`src/rtl/core/crs_pkg.sv`:
```
// Package of types, constants and helper functions for the compressor run sequencer.
package crs_pkg;

  localparam int MS_W   = 20;
  localparam int DT_W   = 16;
  localparam int PR_W   = 12;
  localparam int MODE_W = 3;
  localparam int CNT_W  = 4;
  localparam int RB_W   = 6;
  localparam int FUNC_W = 2;
  localparam int CIDX_W = 3;

  localparam logic [MS_W-1:0]  PUMP_DELAY_MS  = MS_W'(10000);
  localparam logic [MS_W-1:0]  START_PULSE_MS = MS_W'(2000);
  localparam logic [MS_W-1:0]  STOP_PULSE_MS  = MS_W'(2000);
  localparam logic [MS_W-1:0]  BLEED_RUN_MS   = MS_W'(5000);
  localparam logic [MS_W-1:0]  BLEED_STOP_MS  = MS_W'(2000);
  localparam logic [MS_W-1:0]  FAULT_GRACE_MS = MS_W'(4000);
  localparam logic [CNT_W-1:0] RETRY_LIMIT    = CNT_W'(2);
  localparam logic [CNT_W-1:0] RETRY_SAT      = CNT_W'(15);

  // Relay bit positions.
  localparam int RB_START = 0;
  localparam int RB_STOP  = 1;
  localparam int RB_BLEED = 2;
  localparam int RB_MOTOR = 3;
  localparam int RB_PUMP  = 4;
  localparam int RB_CHILL = 5;

  localparam logic [FUNC_W-1:0] FUNC_TICK   = 2'd0;
  localparam logic [FUNC_W-1:0] FUNC_SAMPLE = 2'd1;
  localparam logic [FUNC_W-1:0] FUNC_START  = 2'd2;
  localparam logic [FUNC_W-1:0] FUNC_STOP   = 2'd3;

  localparam logic [MODE_W-1:0] MODE_IDLE      = 3'd0;
  localparam logic [MODE_W-1:0] MODE_SHUTDOWN  = 3'd1;
  localparam logic [MODE_W-1:0] MODE_CHILL     = 3'd2;
  localparam logic [MODE_W-1:0] MODE_CHILL_END = 3'd3;
  localparam logic [MODE_W-1:0] MODE_RUN       = 3'd4;
  localparam logic [MODE_W-1:0] MODE_OVERPRESS = 3'd5;
  localparam logic [MODE_W-1:0] MODE_PEAK      = 3'd6;

  localparam logic [CIDX_W-1:0] CFG_FILL_WAIT  = 3'd0;
  localparam logic [CIDX_W-1:0] CFG_MOTOR_CHK  = 3'd1;
  localparam logic [CIDX_W-1:0] CFG_RETRY_WAIT = 3'd2;
  localparam logic [CIDX_W-1:0] CFG_HP_MAX     = 3'd3;
  localparam logic [CIDX_W-1:0] CFG_HP_READY   = 3'd4;
  localparam logic [CIDX_W-1:0] CFG_LP_MAX     = 3'd5;
  localparam logic [CIDX_W-1:0] CFG_LP_READY   = 3'd6;
  localparam logic [CIDX_W-1:0] CFG_LP_MIN     = 3'd7;

  typedef struct packed {
    logic [MS_W-1:0] fill_wait_ms;
    logic [MS_W-1:0] motor_check_ms;
    logic [MS_W-1:0] retry_wait_ms;
    logic [PR_W-1:0] high_pressure_max;
    logic [PR_W-1:0] high_pressure_ready;
    logic [PR_W-1:0] low_pressure_max;
    logic [PR_W-1:0] low_pressure_ready;
    logic [PR_W-1:0] low_pressure_min;
  } cfg_t;

  typedef struct packed {
    logic [FUNC_W-1:0] func;
    logic [DT_W-1:0]   elapsed_ms;
    logic [PR_W-1:0]   low_pressure;
    logic [PR_W-1:0]   high_pressure;
    logic              compressor_on;
  } item_t;

  typedef struct packed {
    logic [MODE_W-1:0] mode;
    logic              run_flag;
    logic [RB_W-1:0]   relays;
    logic [PR_W-1:0]   saved_peak;
    logic [CNT_W-1:0]  retry_count;
    logic [MS_W-1:0]   fill_timer;
    logic [MS_W-1:0]   pump_delay_timer;
    logic [MS_W-1:0]   motor_timer;
    logic [MS_W-1:0]   start_pulse_timer;
    logic [MS_W-1:0]   stop_pulse_timer;
    logic [MS_W-1:0]   retry_timer;
    logic [MS_W-1:0]   bleed_timer;
  } state_t;

  typedef struct packed {
    logic [MODE_W-1:0] mode;
    logic              run_flag;
    logic [RB_W-1:0]   relays;
  } result_t;

  typedef struct packed {
    logic [MS_W-1:0] value;
    logic            fired;
  } countdown_t;

  // Saturating countdown; fired is set only when a running timer reaches zero.
  function automatic countdown_t count_down(input logic [MS_W-1:0] t,
                                            input logic [DT_W-1:0] d);
    countdown_t      r;
    logic [MS_W-1:0] dz;
    dz      = MS_W'(d);
    r.value = t;
    r.fired = 1'b0;
    if (t != '0) begin
      r.value = (t > dz) ? (t - dz) : '0;
      r.fired = (r.value == '0);
    end
    return r;
  endfunction

  // Release the motor side: stop and bleed relays pulse, run timers cleared.
  function automatic state_t stop_pattern(input state_t s);
    state_t r;
    r                  = s;
    r.relays           = '0;
    r.relays[RB_STOP]  = 1'b1;
    r.relays[RB_BLEED] = 1'b1;
    r.retry_count      = '0;
    r.fill_timer       = '0;
    r.pump_delay_timer = '0;
    r.stop_pulse_timer = STOP_PULSE_MS;
    r.bleed_timer      = BLEED_STOP_MS;
    return r;
  endfunction

endpackage

```
`src/rtl/core/crs_item_if.sv`:
```
// Interface of the input item channel.
interface crs_item_if;
  logic                     valid;
  logic                     ready;
  logic [crs_pkg::FUNC_W-1:0] func;
  logic [crs_pkg::DT_W-1:0]   elapsed_ms;
  logic [crs_pkg::PR_W-1:0]   low_pressure;
  logic [crs_pkg::PR_W-1:0]   high_pressure;
  logic                     compressor_on;

  modport source (output valid, func, elapsed_ms, low_pressure, high_pressure, compressor_on,
                  input ready);
  modport sink (input valid, func, elapsed_ms, low_pressure, high_pressure, compressor_on,
                output ready);
endinterface

```
`src/rtl/core/crs_result_if.sv`:
```
// Interface of the result channel.
interface crs_result_if;
  logic                       valid;
  logic                       ready;
  logic [crs_pkg::MODE_W-1:0] mode_code;
  logic                       run_enabled;
  logic                       start_coil;
  logic                       stop_coil;
  logic                       bleed_valve;
  logic                       motor_on;
  logic                       pump_on;
  logic                       chiller_on;

  modport source (output valid, mode_code, run_enabled, start_coil, stop_coil, bleed_valve,
                  motor_on, pump_on, chiller_on, input ready);
  modport sink (input valid, mode_code, run_enabled, start_coil, stop_coil, bleed_valve,
                motor_on, pump_on, chiller_on, output ready);
endinterface

```
`src/rtl/core/crs_cfg_if.sv`:
```
// Interface of the configuration write channel.
interface crs_cfg_if;
  logic                       valid;
  logic                       ready;
  logic [crs_pkg::CIDX_W-1:0] index;
  logic [crs_pkg::MS_W-1:0]   data;

  modport source (output valid, index, data, input ready);
  modport sink (input valid, index, data, output ready);
endinterface

```
`src/rtl/core/crs_cfg_regs.sv`:
```
// Configuration register file of the compressor run sequencer.
module crs_cfg_regs (
  input  logic          clk,
  input  logic          rst,
  crs_cfg_if.sink       cfg,
  output crs_pkg::cfg_t regs
);
  import crs_pkg::*;

  assign cfg.ready = 1'b1;

  always_ff @(posedge clk) begin
    if (rst) begin
      regs.fill_wait_ms        <= MS_W'(120000);
      regs.motor_check_ms      <= MS_W'(30000);
      regs.retry_wait_ms       <= MS_W'(30000);
      regs.high_pressure_max   <= PR_W'(400);
      regs.high_pressure_ready <= PR_W'(350);
      regs.low_pressure_max    <= PR_W'(94);
      regs.low_pressure_ready  <= PR_W'(86);
      regs.low_pressure_min    <= PR_W'(60);
    end else if (cfg.valid) begin
      case (cfg.index)
        CFG_FILL_WAIT:  regs.fill_wait_ms        <= cfg.data;
        CFG_MOTOR_CHK:  regs.motor_check_ms      <= cfg.data;
        CFG_RETRY_WAIT: regs.retry_wait_ms       <= cfg.data;
        CFG_HP_MAX:     regs.high_pressure_max   <= cfg.data[PR_W-1:0];
        CFG_HP_READY:   regs.high_pressure_ready <= cfg.data[PR_W-1:0];
        CFG_LP_MAX:     regs.low_pressure_max    <= cfg.data[PR_W-1:0];
        CFG_LP_READY:   regs.low_pressure_ready  <= cfg.data[PR_W-1:0];
        CFG_LP_MIN:     regs.low_pressure_min    <= cfg.data[PR_W-1:0];
        default: begin
        end
      endcase
    end
  end

endmodule

```
`src/rtl/core/crs_step.sv`:
```
// Next-state logic: applies one item to the sequencer state.
module crs_step (
  input  crs_pkg::state_t st,
  input  crs_pkg::item_t  item,
  input  crs_pkg::cfg_t   regs,
  output crs_pkg::state_t st_next
);
  import crs_pkg::*;

  state_t          s;
  countdown_t      cd;
  logic [PR_W-1:0] lp;
  logic [PR_W-1:0] hp;

  assign lp = item.low_pressure;
  assign hp = item.high_pressure;

  always_comb begin
    s  = st;
    cd = '0;
    case (item.func)
      FUNC_TICK: begin
        // Timers are visited in a fixed order; a start pulse loaded on fill
        // expiry is counted down by the same tick.
        cd = count_down(s.fill_timer, item.elapsed_ms);
        s.fill_timer = cd.value;
        if (cd.fired) begin
          s.relays[RB_START]  = 1'b1;
          s.start_pulse_timer = START_PULSE_MS;
        end
        cd = count_down(s.pump_delay_timer, item.elapsed_ms);
        s.pump_delay_timer = cd.value;
        if (cd.fired) s.relays[RB_PUMP] = 1'b1;
        cd = count_down(s.motor_timer, item.elapsed_ms);
        s.motor_timer = cd.value;
        cd = count_down(s.start_pulse_timer, item.elapsed_ms);
        s.start_pulse_timer = cd.value;
        if (cd.fired) s.relays[RB_START] = 1'b0;
        cd = count_down(s.stop_pulse_timer, item.elapsed_ms);
        s.stop_pulse_timer = cd.value;
        if (cd.fired) s.relays[RB_STOP] = 1'b0;
        cd = count_down(s.retry_timer, item.elapsed_ms);
        s.retry_timer = cd.value;
        cd = count_down(s.bleed_timer, item.elapsed_ms);
        s.bleed_timer = cd.value;
        if (cd.fired) s.relays[RB_BLEED] = 1'b0;
      end
      FUNC_SAMPLE: begin
        if (s.run_flag) begin
          s.mode = MODE_IDLE;
          // Start chilling.
          if ((lp < regs.low_pressure_min || hp < regs.high_pressure_ready) &&
              !s.relays[RB_CHILL]) begin
            s.mode             = MODE_CHILL;
            s.relays[RB_CHILL] = 1'b1;
            s.fill_timer       = regs.fill_wait_ms;
          end
          // Stop chilling.
          if (lp > regs.low_pressure_max && s.relays[RB_CHILL]) begin
            s.mode             = MODE_CHILL_END;
            s.relays[RB_STOP]  = 1'b1;
            s.relays[RB_CHILL] = 1'b0;
            s.stop_pulse_timer = STOP_PULSE_MS;
          end
          // Start the motor.
          if (s.fill_timer == '0 && hp < regs.high_pressure_ready &&
              lp > regs.low_pressure_ready && !s.relays[RB_MOTOR]) begin
            s.mode             = MODE_RUN;
            s.relays[RB_BLEED] = 1'b1;
            s.relays[RB_MOTOR] = 1'b1;
            s.bleed_timer      = BLEED_RUN_MS;
            s.pump_delay_timer = PUMP_DELAY_MS;
            s.motor_timer      = regs.motor_check_ms;
            s.saved_peak       = hp;
          end
          // Overpressure or starved suction stops the motor.
          if ((hp > regs.high_pressure_max || lp < regs.low_pressure_min) &&
              s.relays[RB_MOTOR]) begin
            s.mode             = MODE_OVERPRESS;
            s.relays[RB_BLEED] = 1'b1;
            s.relays[RB_MOTOR] = 1'b0;
            s.relays[RB_PUMP]  = 1'b0;
            s.bleed_timer      = BLEED_RUN_MS;
            s.pump_delay_timer = '0;
          end
          // Peak check: pressure must keep rising, else retry and shut down.
          if (s.motor_timer == '0 && s.retry_timer == '0 && s.relays[RB_MOTOR]) begin
            s.mode = MODE_PEAK;
            if (hp > s.saved_peak) begin
              s.motor_timer = regs.motor_check_ms;
              s.saved_peak  = hp;
              s.retry_count = '0;
            end else begin
              if (s.retry_count < RETRY_SAT) s.retry_count = s.retry_count + 1'b1;
              if (s.retry_count >= RETRY_LIMIT) begin
                s          = stop_pattern(s);
                s.mode     = MODE_SHUTDOWN;
                s.run_flag = 1'b0;
              end else begin
                s.retry_timer = regs.retry_wait_ms;
              end
            end
          end
          // Compressor fault once the pump delay is nearly over.
          if (s.relays[RB_MOTOR] && !item.compressor_on &&
              s.pump_delay_timer <= FAULT_GRACE_MS) begin
            s.run_flag = 1'b0;
            s.mode     = MODE_SHUTDOWN;
          end
        end else if (s.mode == MODE_SHUTDOWN) begin
          s      = stop_pattern(s);
          s.mode = MODE_IDLE;
        end
      end
      FUNC_START: begin
        s.run_flag = 1'b1;
      end
      default: begin
        s.run_flag = 1'b0;
        s.mode     = MODE_SHUTDOWN;
      end
    endcase
    st_next = s;
  end

endmodule

```
`src/rtl/core/compressor_run_sequencer_top.sv`:
```
// Top level of the compressor run sequencer: item register, state, result register.
// Throughput: one item per cycle while the result side takes results; the state
// update is a single pass of compare and subtract logic between the item register
// and the state and result registers. An item moves on only when the result
// register is free or is being emptied; a stalled result side holds it back.
// Reset (rst, synchronous, active high) empties both stages, clears the sequencer
// state and loads the configuration registers with their default values.
module compressor_run_sequencer_top (
  input logic        clk,
  input logic        rst,
  crs_item_if.sink   item,
  crs_result_if.source result,
  crs_cfg_if.sink    cfg
);
  import crs_pkg::*;

  cfg_t    regs;
  item_t   item_q;
  logic    item_full;
  state_t  st;
  state_t  st_next;
  result_t res_q;
  logic    res_full;
  logic    advance;

  // Config registers: the user writes only while the block is idle; not enforced.
  crs_cfg_regs u_cfg_regs (
    .clk  (clk),
    .rst  (rst),
    .cfg  (cfg),
    .regs (regs)
  );

  // The held item moves on whenever the result register is free or is being
  // emptied by a transfer in this same cycle. The input side therefore keeps
  // taking a new item every cycle while results flow out.
  assign advance    = item_full && (!res_full || result.ready);
  assign item.ready = !item_full || advance;

  always_ff @(posedge clk) begin
    if (rst) begin
      item_full <= 1'b0;
    end else if (item.ready) begin
      item_full <= item.valid;
    end
  end

  always_ff @(posedge clk) begin
    if (item.valid && item.ready) begin
      item_q.func          <= item.func;
      item_q.elapsed_ms    <= item.elapsed_ms;
      item_q.low_pressure  <= item.low_pressure;
      item_q.high_pressure <= item.high_pressure;
      item_q.compressor_on <= item.compressor_on;
    end
  end

  // All of the work for one item: the timer countdowns, the ordered pressure tests
  // or a start or stop command, evaluated on the current state.
  crs_step u_step (
    .st      (st),
    .item    (item_q),
    .regs    (regs),
    .st_next (st_next)
  );

  // Sequencer state is committed in the same cycle as the result is captured,
  // so the following item sees it at once.
  always_ff @(posedge clk) begin
    if (rst) begin
      st <= '0;
    end else if (advance) begin
      st <= st_next;
    end
  end

  always_ff @(posedge clk) begin
    if (rst) begin
      res_full <= 1'b0;
    end else if (advance) begin
      res_full <= 1'b1;
    end else if (result.ready) begin
      res_full <= 1'b0;
    end
  end

  always_ff @(posedge clk) begin
    if (advance) begin
      res_q.mode     <= st_next.mode;
      res_q.run_flag <= st_next.run_flag;
      res_q.relays   <= st_next.relays;
    end
  end

  assign result.valid       = res_full;
  assign result.mode_code   = res_q.mode;
  assign result.run_enabled = res_q.run_flag;
  assign result.start_coil  = res_q.relays[RB_START];
  assign result.stop_coil   = res_q.relays[RB_STOP];
  assign result.bleed_valve = res_q.relays[RB_BLEED];
  assign result.motor_on    = res_q.relays[RB_MOTOR];
  assign result.pump_on     = res_q.relays[RB_PUMP];
  assign result.chiller_on  = res_q.relays[RB_CHILL];

`ifndef SYNTHESIS
  // A processed item always leaves a result behind it.
  a_advance_fills_result: assert property (@(posedge clk) disable iff (rst)
    advance |=> res_full)
    else $error("result register empty after an item was processed");

  // A held item that cannot move on stays put.
  a_item_held: assert property (@(posedge clk) disable iff (rst)
    (item_full && !advance) |=> (item_full && $stable(item_q)))
    else $error("held item lost or changed while stalled");

  // Reaching the retry limit clears the count, so it stays below the limit.
  a_retry_bound: assert property (@(posedge clk) disable iff (rst)
    advance |=> (st.retry_count < RETRY_LIMIT))
    else $error("retry count reached the limit");

  // The state only changes when an item is processed.
  a_state_quiet: assert property (@(posedge clk) disable iff (rst)
    !advance |=> $stable(st))
    else $error("sequencer state changed with no item");
`endif

endmodule

```
`src/flat_wrapper.sv`:
```
// flat-port wrapper written by rule: the top's interface ports become plain ports
module compressor_run_sequencer_top_flat import crs_pkg::*;
  (clk, rst, item_valid, item_func, item_elapsed_ms, item_low_pressure, item_high_pressure, item_compressor_on, item_ready, result_valid, result_mode_code, result_run_enabled, result_start_coil, result_stop_coil, result_bleed_valve, result_motor_on, result_pump_on, result_chiller_on, result_ready, cfg_valid, cfg_index, cfg_data, cfg_ready);
  crs_item_if item_i ();
  crs_result_if result_i ();
  crs_cfg_if cfg_i ();
  input logic clk;
  input logic rst;
  input wire logic [$bits(item_i.valid)-1:0] item_valid;
  input wire logic [$bits(item_i.func)-1:0] item_func;
  input wire logic [$bits(item_i.elapsed_ms)-1:0] item_elapsed_ms;
  input wire logic [$bits(item_i.low_pressure)-1:0] item_low_pressure;
  input wire logic [$bits(item_i.high_pressure)-1:0] item_high_pressure;
  input wire logic [$bits(item_i.compressor_on)-1:0] item_compressor_on;
  output wire logic [$bits(item_i.ready)-1:0] item_ready;
  output wire logic [$bits(result_i.valid)-1:0] result_valid;
  output wire logic [$bits(result_i.mode_code)-1:0] result_mode_code;
  output wire logic [$bits(result_i.run_enabled)-1:0] result_run_enabled;
  output wire logic [$bits(result_i.start_coil)-1:0] result_start_coil;
  output wire logic [$bits(result_i.stop_coil)-1:0] result_stop_coil;
  output wire logic [$bits(result_i.bleed_valve)-1:0] result_bleed_valve;
  output wire logic [$bits(result_i.motor_on)-1:0] result_motor_on;
  output wire logic [$bits(result_i.pump_on)-1:0] result_pump_on;
  output wire logic [$bits(result_i.chiller_on)-1:0] result_chiller_on;
  input wire logic [$bits(result_i.ready)-1:0] result_ready;
  input wire logic [$bits(cfg_i.valid)-1:0] cfg_valid;
  input wire logic [$bits(cfg_i.index)-1:0] cfg_index;
  input wire logic [$bits(cfg_i.data)-1:0] cfg_data;
  output wire logic [$bits(cfg_i.ready)-1:0] cfg_ready;
  assign item_i.valid = item_valid;
  assign item_i.func = item_func;
  assign item_i.elapsed_ms = item_elapsed_ms;
  assign item_i.low_pressure = item_low_pressure;
  assign item_i.high_pressure = item_high_pressure;
  assign item_i.compressor_on = item_compressor_on;
  assign item_ready = item_i.ready;
  assign result_valid = result_i.valid;
  assign result_mode_code = result_i.mode_code;
  assign result_run_enabled = result_i.run_enabled;
  assign result_start_coil = result_i.start_coil;
  assign result_stop_coil = result_i.stop_coil;
  assign result_bleed_valve = result_i.bleed_valve;
  assign result_motor_on = result_i.motor_on;
  assign result_pump_on = result_i.pump_on;
  assign result_chiller_on = result_i.chiller_on;
  assign result_i.ready = result_ready;
  assign cfg_i.valid = cfg_valid;
  assign cfg_i.index = cfg_index;
  assign cfg_i.data = cfg_data;
  assign cfg_ready = cfg_i.ready;
  compressor_run_sequencer_top u_core (.clk(clk), .rst(rst), .item(item_i), .result(result_i), .cfg(cfg_i));
endmodule
```
`config.mk`:
```
export PLATFORM = sky130hd
export DESIGN_NAME = compressor_run_sequencer_top_flat
export DESIGN_NICKNAME = d
export VERILOG_FILES = /design/src/rtl/core/crs_pkg.sv /design/src/rtl/core/crs_item_if.sv /design/src/rtl/core/crs_result_if.sv /design/src/rtl/core/crs_cfg_if.sv /design/src/rtl/core/crs_cfg_regs.sv /design/src/rtl/core/crs_step.sv /design/src/rtl/core/compressor_run_sequencer_top.sv /design/src/flat_wrapper.sv
export SDC_FILE = /design/constraint.sdc
export NUM_CORES = 1
export LEC_CHECK = 0
export BUFFER_PORTS_ARGS = -buffer_cell sky130_fd_sc_hd__buf_2
export CAP_MARGIN = 0
export CORE_AREA = 2 2 211 213
export DETAILED_ROUTE_END_ITERATION = 10
export DIE_AREA = 0 0 213 215
export GPL_TIMING_DRIVEN = 0
export MAX_ROUTING_LAYER = met4
export PLACE_DENSITY = 0.76
export SLEW_MARGIN = 20
export SYNTH_ARGS = -nofsm -noshare
export SYNTH_HDL_FRONTEND = slang
export SYNTH_HIERARCHICAL = 1
export SYNTH_SLANG_ARGS = --single-unit
```
`constraint.sdc`:
```
create_clock -name clk -period 14.7 [get_ports clk]
set_input_delay 2.94 -clock clk [delete_from_list [all_inputs] [get_ports clk]]
set_output_delay 2.94 -clock clk [all_outputs]
set_load 0.01 [all_outputs]
```
==> impl_results.md <==
- Fillers: approximately 3,700
- Sequential element share of the synthesized area: 28.41%
- Critical path arrival: just under 9 ns
- Setup violations, final: 0
- Chip height: about 220 µm
- Routed length on met3: between 6000 and 7000 µm
- EDFF count, synth: 53
- Post-CTS setup buffer count: 0
- Total CTS buffers: 42
- Hold path start: u_core/u_cfg_regs/regs[33]
- Gr usage total: between 30% and 40%
- Period utilization: 57.65%
- Hold Path Stages: 2
- Post-DP Area: 27,120 µm²
- Critical path type: flop to flop
- Distinct cells, synth: 97
- Largest stage delay, worst path: ~0.86 ns
- Fin cells: between 3,000 and 4,000
- DRC: 0
- Routed wl met2: slightly below 40,000 µm
- Register Area: 7357 µm²
- Mapped Area: around 26,000 µm²
- Worst R2R Setup Slack: just over 6 ns
- Worst R2R End: u_core/st[156]
- CTS max path bufs: 3
- Core region area: approximately 44,000 µm²
- Root buf cell: clkbuf_16
- Fin Clk Skew: ~0.049 ns
- Crit path launch type: flop
- Post-cts resize count: 0
- CTS tree: done
- Reg2reg start: u_core/item_q[25]
- Ports: 84
- Crit. End Element: flop
- Slew HR: 21.63%
- Detail Route Antenna Nets: 0
- Hpwl dp: roughly 64,000 µm
- Ys flop type: dfxtp_1
- Wirelength, routed: 85,750 µm
- Post-layout min period: 8.474 ns
- Post-synth ARST share: 0%
- Net Count, Synth: about 3,300
- Max-slew violations: 0
- Worst-path clk slew: 0.06 ns
- Initial antenna violation count: 2
- Count of yosys warnings during synthesis: 6
- Number of global-route vias before repair: 23,210
- Die Area: ~46,000 µm²
- Synthesis-stage register bit count: 341
- Core Util, Final: about 65%
- Clock latency on the worst-skew pair: roughly 0.60 ns
- Sink Count: between 300 and 400
- Detailed Routing Iterations Pass 1: 7
- Crit path max fanout: 10
- Setup TNS: 0 ns
- Cells after synthesis: between 3,000 and 4,000
- Yosys top cell area share: between 20% and 30%
- Global-route wire length before repair: between 100,000 and 150,000 µm
- Worst reg2reg path depth: 28
- Placer Congestion: 0.9979
- Fmax: about 0.12 GHz
- Avg Vias per Cell: 6.395
- Pwr Total: approximately 2.4 mW
- Outcome: complete, no violations
- Hold Crit Endpoint: u_core/u_cfg_regs/regs[33]
- Largest net degree at the start of global routing: 23
- Die X: between 200 and 250 µm
- Synthesis-to-finish area growth: 10.19%
- Cell accounting for the most synthesized area: dfxtp_1
- Hold-fix buffers, CTS: 0
- WHS: between 0.4 and 0.5 ns
- DP Cell Count: 3,676
- Rows: 77
- Vias post-DR: roughly 24,000
- Layout Nets: between 3,000 and 4,000
- # H-tree levels: 2
- Critical Path RT: ~15 ns
- Max Cap Viol: 0
- Leakage: approximately 12 nW
- Initial core utilization: between 50% and 60%
- Syn avg cell area: roughly 8.6 µm²
- Unrepaired setup endpoints after global routing: false
- CP max stage cell: edfxtp_1
- Hold Vio Cnt, Final: 0
- Hold WC Path Type: flop to flop
- Wl on met1: ~36,000 µm
- Worst Setup Slack, final: slightly above 6 ns
- Worst vdd rail ir drop: ~0.000097 V
- Fraction of layout cells with a size suffix above 1: slightly above 8%
- Layout Cell Area excl Fill: between 20,000 and 30,000 µm²
- Detailed Route Iter0 Violations: approximately 2,500
- Multi-input logic area: about 17,000 µm²
- Synth top area cells: dfxtp_1 22%, mux2i_1 12%, nand2b_1 11%, ha_1 8.9%, edfxtp_1 6.1%
- GRT Residual Overflow: 0
- Number of port buffers: between 80 and 90
- Top Layer Used: met4
- Setup WS pre-CTS: about 6.5 ns
- Worst Max-Slew Pin Slew: roughly 1.2 ns
- Pwr dens: ~83 nW/µm²
- WL per Instance: approximately 23 µm
kinds of logic (layout without fill, tap and decap cells):
logic type | count (synthesis) | in the layout | synth area share, %
xor+xnor | 75 | 75 | 2.536
fa+ha+maj | 191 | 191 | 9.431
buf+inv | 288 | 449 | 4.942
mux | 322 | 322 | 12.53
simple gates | 1138 | 1138 | 24.57
other cells | 1 | 2 | 0.01448
compound gates | 645 | 645 | 17.57
flops | 341 | 341 | 28.41
cells in the mapped netlist (all sizes together) (17+ instances only):
cell / count
xnor2: 45
a221o: 24
inv: 145
nor2b: 29
o21a: 44
xor2: 30
nand3: 43
dfxtp: 288
and2: 30
a21o: 63
ha: 184
buf: 50
nand2b: 457
nor3: 57
or3: 17
a22o: 33
mux2: 18
edfxtp: 53
a31oi: 23
nand4: 39
nor2: 198
a22oi: 24
o21ai: 125
a21oi: 110
a211oi: 29
nor4: 54
o31ai: 17
nand2: 124
mux2i: 304
clkbuf: 93
worst max path at each step:
| stage | depth (start not counted) | slack [ns] | from | end |
|---|---|---|---|---|
| after floorplan | 26 | 8.33 | u_core/item_q[25] | u_core/result.start_coil |
| after global placement | 28 | 6.63 | u_core/item_q[25] | u_core/st[156] |
| after detailed placement | 28 | 6.49 | u_core/item_q[25] | u_core/st[156] |
| after CTS | 28 | 6.43 | u_core/item_q[25] | u_core/st[156] |
| after global routing | 28 | 5.88 | u_core/item_q[25] | u_core/st[156] |
| final | 28 | 6.23 | u_core/item_q[25] | u_core/st[156] |
critical path, delay by kind of cell, from the launching register on:
family | cells | cell delay [ns]
AOI/OAI and AO/OA | 11 | 3.15
and+or+nand+nor | 8 | 2.14
DFF | 1 | 0.86
buffers and inverters | 3 | 0.43
adders and majority gates | 4 | 1.35
muxes | 1 | 0.07
xor gates and xnor gates | 1 | 0.30
flip-flops by register name (all words and copies together), names as in the netlist, 3 cells and up:
register                 count
u_core/st                  166
u_core/item_q               43
u_core/result.mode_code      3
u_core/u_cfg_regs/regs     120
routing by layer:
layer,GRT usage [%],up-vias
met2,58.77,1126
li1,-,11140
met5,-,-
met4,20.28,0
met3,5.144,287
met1,48.32,11460
layout by cell type (no fill, tap or decap), types with 18 or more instances in the layout:
master | netlist | layout
nand3_1 | 43 | 43
inv_1 | 145 | 145
ha_1 | 184 | 184
a22o_1 | 32 | 32
edfxtp_1 | 53 | 53
xnor2_1 | 45 | 45
buf_2 | 21 | 102
a21o_1 | 63 | 63
a211oi_1 | 25 | 25
and2_1 | 30 | 30
o21ai_0 | 121 | 121
mux2_2 | 18 | 18
nor3_1 | 56 | 56
buf_6 | 20 | 20
o21a_1 | 44 | 44
a22oi_1 | 24 | 24
clkbuf_1 | 93 | 103
mux2i_1 | 304 | 304
nand2_1 | 123 | 123
nand2b_1 | 457 | 457
nor2_1 | 198 | 198
nor2b_1 | 27 | 27
xor2_1 | 30 | 30
clkbuf_16 | 0 | 43
dfxtp_1 | 288 | 288
a21oi_1 | 109 | 108
nand4_1 | 39 | 39
nor4_1 | 53 | 53
a31oi_1 | 23 | 22
a221o_1 | 24 | 24
power by group:
group          internal (mW)  leakage [nW]  switching, mW
combinational          0.123          8.30          0.207
clock                  0.615         0.681          0.438
sequential             0.966          2.84         0.0164
total                   1.70          11.8          0.661
layout make-up:
type / instances / area share [%]
plain buffers: 143 / 2.578
repair buffers: 83 / 1.614
inverters: 145 / 1.907
well taps: 592 / 2.596
clock buffers: 60 / 4.240
clock inverters: 18 / 0.7278
multi-input cells: 2372 / 60.55
flip-flops and latches: 341 / 25.78
diodes: 1 / 0.008769
Power figures use the tool's default switching activity.
